## src/hdl/mpm_pkg.sv

```systemverilog
// Shared constants for the memory pressure monitor: field widths, mode, level and
// register index codes, hold-off windows and register reset values.
// No dependencies.
`timescale 1ns / 1ps

package mpm_pkg;

  localparam int BYTE_WIDTH_DEF  = 40;
  localparam int FRAME_WIDTH_DEF = 32;

  localparam int MODE_W      = 3;
  localparam int LEVEL_W     = 3;
  localparam int FRAC_BITS   = 16;
  localparam int FRAC_W      = FRAC_BITS + 1;
  localparam int ENABLE_W    = 2;
  localparam int CFG_INDEX_W = 3;

  // Item modes.
  localparam logic [MODE_W-1:0] MODE_USAGE   = 3'd0;
  localparam logic [MODE_W-1:0] MODE_TICK    = 3'd1;
  localparam logic [MODE_W-1:0] MODE_CLEANUP = 3'd2;
  localparam logic [MODE_W-1:0] MODE_PURGE   = 3'd3;
  localparam logic [MODE_W-1:0] MODE_QUERY   = 3'd4;

  // Pressure levels.
  localparam logic [LEVEL_W-1:0] LEVEL_NONE     = 3'd0;
  localparam logic [LEVEL_W-1:0] LEVEL_LOW      = 3'd1;
  localparam logic [LEVEL_W-1:0] LEVEL_MEDIUM   = 3'd2;
  localparam logic [LEVEL_W-1:0] LEVEL_HIGH     = 3'd3;
  localparam logic [LEVEL_W-1:0] LEVEL_CRITICAL = 3'd4;

  // Configuration register indexes.
  localparam logic [CFG_INDEX_W-1:0] REG_CAPACITY      = 3'd0;
  localparam logic [CFG_INDEX_W-1:0] REG_CLEANUP_LEVEL = 3'd1;
  localparam logic [CFG_INDEX_W-1:0] REG_PURGE_LEVEL   = 3'd2;
  localparam logic [CFG_INDEX_W-1:0] REG_LOW_FRAC      = 3'd3;
  localparam logic [CFG_INDEX_W-1:0] REG_MEDIUM_FRAC   = 3'd4;
  localparam logic [CFG_INDEX_W-1:0] REG_HIGH_FRAC     = 3'd5;
  localparam logic [CFG_INDEX_W-1:0] REG_CRITICAL_FRAC = 3'd6;
  localparam logic [CFG_INDEX_W-1:0] REG_ENABLES       = 3'd7;

  // Hold-off windows in frames.
  localparam int HOLD_CLEANUP = 60;
  localparam int HOLD_PURGE   = 120;

  // Register reset values.
  localparam longint unsigned CAPACITY_RESET      = 64'd1610612736;
  localparam longint unsigned CLEANUP_LEVEL_RESET = 64'd1342177280;
  localparam longint unsigned PURGE_LEVEL_RESET   = 64'd1530920960;
  localparam logic [FRAC_W-1:0]   LOW_FRAC_RESET      = 17'd39322;
  localparam logic [FRAC_W-1:0]   MEDIUM_FRAC_RESET   = 17'd49152;
  localparam logic [FRAC_W-1:0]   HIGH_FRAC_RESET     = 17'd55706;
  localparam logic [FRAC_W-1:0]   CRITICAL_FRAC_RESET = 17'd62259;
  localparam logic [ENABLE_W-1:0] ENABLES_RESET       = 2'd3;

endpackage

```

## src/hdl/mpm_core.sv

```systemverilog
// Monitor state and the single-pass evaluation of one item: pressure grading,
// cleanup and purge issue with hold-off, allocation check. Uses mpm_pkg.
`timescale 1ns / 1ps

module mpm_core #(
  parameter int BYTE_WIDTH  = mpm_pkg::BYTE_WIDTH_DEF,
  parameter int FRAME_WIDTH = mpm_pkg::FRAME_WIDTH_DEF
) (
  input  logic                            clk,
  input  logic                            rst,
  input  logic                            advance,
  input  logic [mpm_pkg::MODE_W-1:0]      mode,
  input  logic [BYTE_WIDTH-1:0]           amount_bytes,
  input  logic [BYTE_WIDTH-1:0]           capacity,
  input  logic [BYTE_WIDTH-1:0]           cleanup_level,
  input  logic [BYTE_WIDTH-1:0]           purge_level,
  input  logic [BYTE_WIDTH+mpm_pkg::FRAC_BITS:0] thr_low,
  input  logic [BYTE_WIDTH+mpm_pkg::FRAC_BITS:0] thr_medium,
  input  logic [BYTE_WIDTH+mpm_pkg::FRAC_BITS:0] thr_high,
  input  logic [BYTE_WIDTH+mpm_pkg::FRAC_BITS:0] thr_critical,
  input  logic [mpm_pkg::ENABLE_W-1:0]    enables,
  output logic [mpm_pkg::LEVEL_W-1:0]     pressure_grade,
  output logic                            cleanup_fired,
  output logic                            purge_fired,
  output logic                            over_limit,
  output logic [BYTE_WIDTH-1:0]           available_bytes,
  output logic                            allocation_fits,
  output logic [BYTE_WIDTH-1:0]           peak_bytes,
  output logic [FRAME_WIDTH-1:0]          cleanups_done,
  output logic [FRAME_WIDTH-1:0]          purges_done,
  output logic [FRAME_WIDTH-1:0]          frame_number
);
  import mpm_pkg::*;

  localparam int THR_W = BYTE_WIDTH + FRAC_W;

  logic [BYTE_WIDTH-1:0]  usage_now;
  logic [BYTE_WIDTH-1:0]  usage_peak;
  logic [LEVEL_W-1:0]     previous_level;
  logic [FRAME_WIDTH-1:0] frame_count;
  logic [FRAME_WIDTH-1:0] last_cleanup_at;
  logic [FRAME_WIDTH-1:0] last_purge_at;
  logic [FRAME_WIDTH-1:0] cleanup_total;
  logic [FRAME_WIDTH-1:0] purge_total;

  logic                   is_report;
  logic [BYTE_WIDTH-1:0]  usage_next;
  logic [THR_W-1:0]       usage_scaled;
  logic [LEVEL_W-1:0]     level;
  logic                   level_change;
  logic                   cleanup_ready;
  logic                   purge_ready;
  logic                   cleanup_try;
  logic                   purge_try;
  logic [BYTE_WIDTH:0]    fit_sum;

  assign is_report    = (mode == MODE_USAGE);
  assign usage_next   = is_report ? amount_bytes : usage_now;
  assign usage_scaled = {1'b0, usage_next, {FRAC_BITS{1'b0}}};

  // Exact compare of usage * 2^16 against capacity * fraction, highest first.
  always_comb begin
    if (usage_scaled >= thr_critical) begin
      level = LEVEL_CRITICAL;
    end else if (usage_scaled >= thr_high) begin
      level = LEVEL_HIGH;
    end else if (usage_scaled >= thr_medium) begin
      level = LEVEL_MEDIUM;
    end else if (usage_scaled >= thr_low) begin
      level = LEVEL_LOW;
    end else begin
      level = LEVEL_NONE;
    end
  end

  assign level_change  = is_report && (level != previous_level);
  assign cleanup_ready = enables[0] &&
                         ((frame_count - last_cleanup_at) >= FRAME_WIDTH'(HOLD_CLEANUP));
  assign purge_ready   = enables[1] &&
                         ((frame_count - last_purge_at) >= FRAME_WIDTH'(HOLD_PURGE));

  // Within one item every attempt sees the same frame count, so each action
  // fires at most once; a purge always brings a cleanup attempt with it.
  assign purge_try = (mode == MODE_PURGE) ||
                     (is_report && ((level_change && level == LEVEL_CRITICAL) ||
                                    usage_next >= purge_level));
  assign purge_fired = purge_try && purge_ready;

  assign cleanup_try = (mode == MODE_CLEANUP) || purge_fired ||
                       (is_report && ((level_change && level >= LEVEL_HIGH) ||
                                      usage_next >= cleanup_level));
  assign cleanup_fired = cleanup_try && cleanup_ready;

  assign fit_sum = {1'b0, usage_now} + {1'b0, amount_bytes};
  assign allocation_fits = (mode == MODE_QUERY) && (fit_sum <= {1'b0, capacity});

  assign pressure_grade  = level;
  assign over_limit      = usage_next > capacity;
  assign available_bytes = (usage_next >= capacity) ? '0 : capacity - usage_next;
  assign peak_bytes      = (is_report && usage_next > usage_peak) ? usage_next : usage_peak;
  assign cleanups_done   = cleanup_fired ? cleanup_total + 1'b1 : cleanup_total;
  assign purges_done     = purge_fired ? purge_total + 1'b1 : purge_total;
  assign frame_number    = (mode == MODE_TICK) ? frame_count + 1'b1 : frame_count;

  always_ff @(posedge clk) begin
    if (rst) begin
      usage_now       <= '0;
      usage_peak      <= '0;
      previous_level  <= LEVEL_NONE;
      frame_count     <= '0;
      last_cleanup_at <= '0;
      last_purge_at   <= '0;
      cleanup_total   <= '0;
      purge_total     <= '0;
    end else if (advance) begin
      usage_now     <= usage_next;
      usage_peak    <= peak_bytes;
      frame_count   <= frame_number;
      cleanup_total <= cleanups_done;
      purge_total   <= purges_done;
      if (level_change) begin
        previous_level <= level;
      end
      if (cleanup_fired) begin
        last_cleanup_at <= frame_count;
      end
      if (purge_fired) begin
        last_purge_at <= frame_count;
      end
    end
  end

endmodule

```

## config.mk

```make
export PLATFORM = sky130hd
export DESIGN_NAME = mpm_core
export DESIGN_NICKNAME = d
export VERILOG_FILES = /design/src/hdl/mpm_pkg.sv /design/src/hdl/mpm_core.sv
export SDC_FILE = /design/constraint.sdc
export NUM_CORES = 1
export LEC_CHECK = 0
export BUFFER_PORTS_ARGS = -buffer_cell sky130_fd_sc_hd__buf_2
export CAP_MARGIN = 10
export CORE_ASPECT_RATIO = 0.7
export CORE_UTILIZATION = 38
export CTS_CLUSTER_SIZE = 14
export DETAILED_ROUTE_END_ITERATION = 7
export HOLD_SLACK_MARGIN = 0.15
export MAX_ROUTING_LAYER = met4
export SETUP_SLACK_MARGIN = 0.05
export SLEW_MARGIN = 20
export SYNTH_ARGS = -nofsm -noshare
export SYNTH_HDL_FRONTEND = slang
export SYNTH_SLANG_ARGS = --single-unit
```

## constraint.sdc

```tcl
create_clock -name clk -period 6.6 [get_ports clk]
set_input_delay 0.66 -clock clk [delete_from_list [all_inputs] [get_ports clk]]
set_output_delay 0.66 -clock clk [all_outputs]
set_load 0.05 [all_outputs]
```

==> results.json <==
{
  "dp_hpwl_mm": 103,
  "finalSetupViolCount": 0,
  "core_sq_um": 75300,
  "cp_top_family": "compound AO/OA/AOI/OAI gates",
  "wl_per_cell_um": 22.5,
  "critPathLaunchType": "input port",
  "synth_cell_type_count": 88,
  "synth_adder_area_share_pct": 20.4,
  "synth_mux_area_share_pct": 3.89,
  "die_x_um": 332,
  "crit_required_ps": 5940,
  "finalHoldViolations": 0,
  "cts_buffer_depth": 3,
  "synth_top_family_by_area": "compound AO/OA/AOI/OAI gates",
  "critPathKind": "in2out",
  "timing.final.crit_period_ps": 6380,
  "synth-main-ff-cell": "dfxtp_1",
  "synth-seq-cells": 243,
  "layout-drive-gt1-share_pct": 20.3,
  "cap_viol_max_count": 0,
  "cts_tree": "built",
  "grt_usage_pct": 31.7,
  "first_global_vias": 27999,
  "final_area_sq_um": 35200,
  "ys_seq_area_share_pct": 16.8,
  "power_per_cell_area_nw_per_um2": 164,
  "n_fill_cell": 7750,
  "maxSlewViolCount": 0,
  "synth-simple-area-share_pct": 21.4,
  "crit_path_cell_trace": "buf_2 > nor3_4 > buf_12 > mux2i_1 > buf_4 > inv_1 > buf_4 > ha_1 > fa_1 > nor2b_1 > o21a_1 > o21ai_0 > a211oi_1 > o221ai_1 > a21oi_1 > buf_4 > a21oi_1 > o21ai_0 > o41ai_2 > o21a_1 > a21o_2 > buf_12 > nor3_4 > buf_2",
  "critical_path.max_fanout": 21,
  "synthCells": 3881,
  "status": "finished, final reports clean",
  "dr.pass1.iters": 6,
  "multi_input_area_sq_um": 21900,
  "crit_buf_inv": 8,
  "nets": 5357,
  "cts_sinks": 243,
  "clock.fmax_mhz": 157,
  "critical_path.slowest_cell": "fa_1",
  "drtIter0Drc": 3128,
  "area_delta_synth_final_pct": 21.6,
  "dpl_cell_area_sq_um": 33800,
  "cpPeakStageDelay_ps": 400,
  "grt-ovfl-total": 0,
  "antenna_found_initial": 25,
  "die_h_um": 233,
  "dp.cells": 5444,
  "rsz0062_at_grt": "true",
  "relSlewSlack_pct": 28.3,
  "cts.clk_slew.worst_paths_ps": 60,
  "gp_congestion": 1.06,
  "fin_worst_skew_ps": 15.2,
  "netlist_area_sq_um": 29000,
  "cp_data_arrival_time_ps": 5720,
  "worst_slew_pin_slew_ps": 1080,
  "grt_first_pass_wirelength_mm": 181,
  "io_pins": 579,
  "period_share_pct": 96.6,
  "synth-async-reset-ratio_pct": 0,
  "grt_max_degree": 122,
  "htree_levels": 1,
  "synth-xor-area-share_pct": 6.38,
  "wl_mm": 124,
  "cts-root-buf": "clkbuf_16",
  "cts_buffers": 31,
  "seqCellArea_sq_um": 4870,
  "post-route-util_pct": 46.8,
  "cp-end-kind": "output pin",
  "fin_cells": 5525,
  "finalPower_mw": 5.79,
  "tns_ps": 0,
  "cpMostUsedCell": "buf_4",
  "ys_warn_count": 0,
  "antenna_left": 0,
  "cts_hold_buf": 0,
  "synth_edf_count": 0,
  "clk_latency_ps": 600,
  "start_util_pct": 38.5,
  "fp.dieArea_sq_um": 77300,
  "worstHoldPathType": "reg2reg",
  "p_leak_nw": 18.2,
  "rows": 84,
  "dr_total_vias": 31299,
  "avgSynthCellArea_sq_um": 7.46,
  "viasPerCell": 5.66,
  "numPortBuffers": 578,
  "max-vdd-ir-drop_mv": 0.191,
  "synth-compound-area-share_pct": 22.5,
  "drc": 0,
  "synth_nets": 4746
}
[flip-flops by register name, summed over array words and instances, names as in the netlist]
register / flops
purge_total: 32
cleanup_total: 32
last_purge_at: 32
usage_peak: 40
frame_count: 32
previous_level: 3
last_cleanup_at: 32
usage_now: 40
[power breakdown]
part	internal (mW)	switching (mW)
clock	1.14	0.762
sequential	1.49	0.0307
combinational	0.849	1.51
total	3.48	2.31
[worst paths after layout]
kind | from | end | slack (ps) | cells after the start
min | last_cleanup_at[18]$_SDFFE_PP0P_ | last_cleanup_at[18]$_SDFFE_PP0P_ | 470 | 2
min reg2reg | last_cleanup_at[18]$_SDFFE_PP0P_ | last_cleanup_at[18]$_SDFFE_PP0P_ | 470 | 2
max | mode[2] | available_bytes[7] | 220 | 24
max reg2reg | frame_count[0]$_SDFFE_PP0P_ | last_cleanup_at[17]$_SDFFE_PP0P_ | 1050 | 18
[synthesized netlist by cell type (72+ instances only)]
cell type / instances / area [sq um]
a211oi_1: 111 / 833
a21o_1: 165 / 1240
a21oi_1: 250 / 1250
clkbuf_1: 123 / 462
dfxtp_1: 243 / 4860
ha_1: 465 / 5820
inv_1: 492 / 1850
mux2i_1: 84 / 841
nand2_1: 248 / 931
nand3_1: 78 / 390
nand4_1: 93 / 582
nor2_1: 350 / 1310
nor3_1: 72 / 360
o21ai_0: 177 / 886
xnor2_1: 76 / 666
xor2_1: 135 / 1180
[layer usage]
layer  track usage (%)  routed length [um]  part of all wire (%)  vias to the layer above
li1                  -                   -                     -                    15153
met1              48.5               62900                    51                    14630
met2              41.6               47400                    38                     1367
met3              5.06               11000                   8.9                      149
met4              7.81                3060                   2.5                        0
met5                 -                   0                     0                        -
[area by class of cell]
class / count / area share (%)
Clock buffer: 36 / 2.37
Clock inverter: 17 / 0.756
Inverter: 492 / 5.24
Antenna cell: 24 / 0.170
Timing Repair Buffer: 735 / 12.1
Multi-Input combinational cell: 2989 / 62.1
Sequential cell: 243 / 13.8
Tap cell: 989 / 3.51
[kinds of logic after synthesis]
group                    count (synthesis)
adder cells (fa/ha/maj)                469
AO/OA/AOI/OAI                          994
XOR/XNOR                               211
multiplexers                           108
AND/OR/NAND/NOR                       1207
flip-flops                             243
buffers and inverters                  649
[worst reg2reg max path: stages (launching register included)]
cell and delay [ps]:
dfxtp_2 390, inv_1 120, ha_1 270, fa_1 370, and2b_1 270, o21bai_2 100, a21oi_2 210, a311o_1 180
o31ai_1 80, or4_1 570, or4_1 490, nor4_4 380, nand4_4 280, a21oi_4 370, clkbuf_16 280, buf_4 350
nor2_2 220, buf_4 280, o31ai_1 240
[cell usage in the layout (no fill, tap or decap), types with 67 or more instances in the layout]
| master | n |
|---|---|
| a21oi_1 | 248 |
| buf_2 | 570 |
| o31ai_1 | 67 |
| inv_1 | 492 |
| dfxtp_1 | 241 |
| nand3_1 | 77 |
| nand4_1 | 93 |
| nor2_1 | 349 |
| a211oi_1 | 110 |
| xor2_1 | 135 |
| o21ai_0 | 173 |
| a21o_1 | 164 |
| nand2_1 | 248 |
| ha_1 | 465 |
| mux2i_1 | 79 |
| buf_4 | 150 |
| xnor2_1 | 76 |
[repair_timing]
item	CTS	global route
setup endpoints to repair	50	61
pin swaps	1	4
cloned	0	1
gates resized for setup	7	30
buffers inserted	1	2
[stage by stage]
stage	setup slack, ps	hold slack (ps)
final	223	474
after detailed placement	-180	468
after floorplan	116	438
after global placement	-119	455
after global routing	35.5	502
after CTS	104	477
Note: power is estimated with default switching activity, not from simulation.
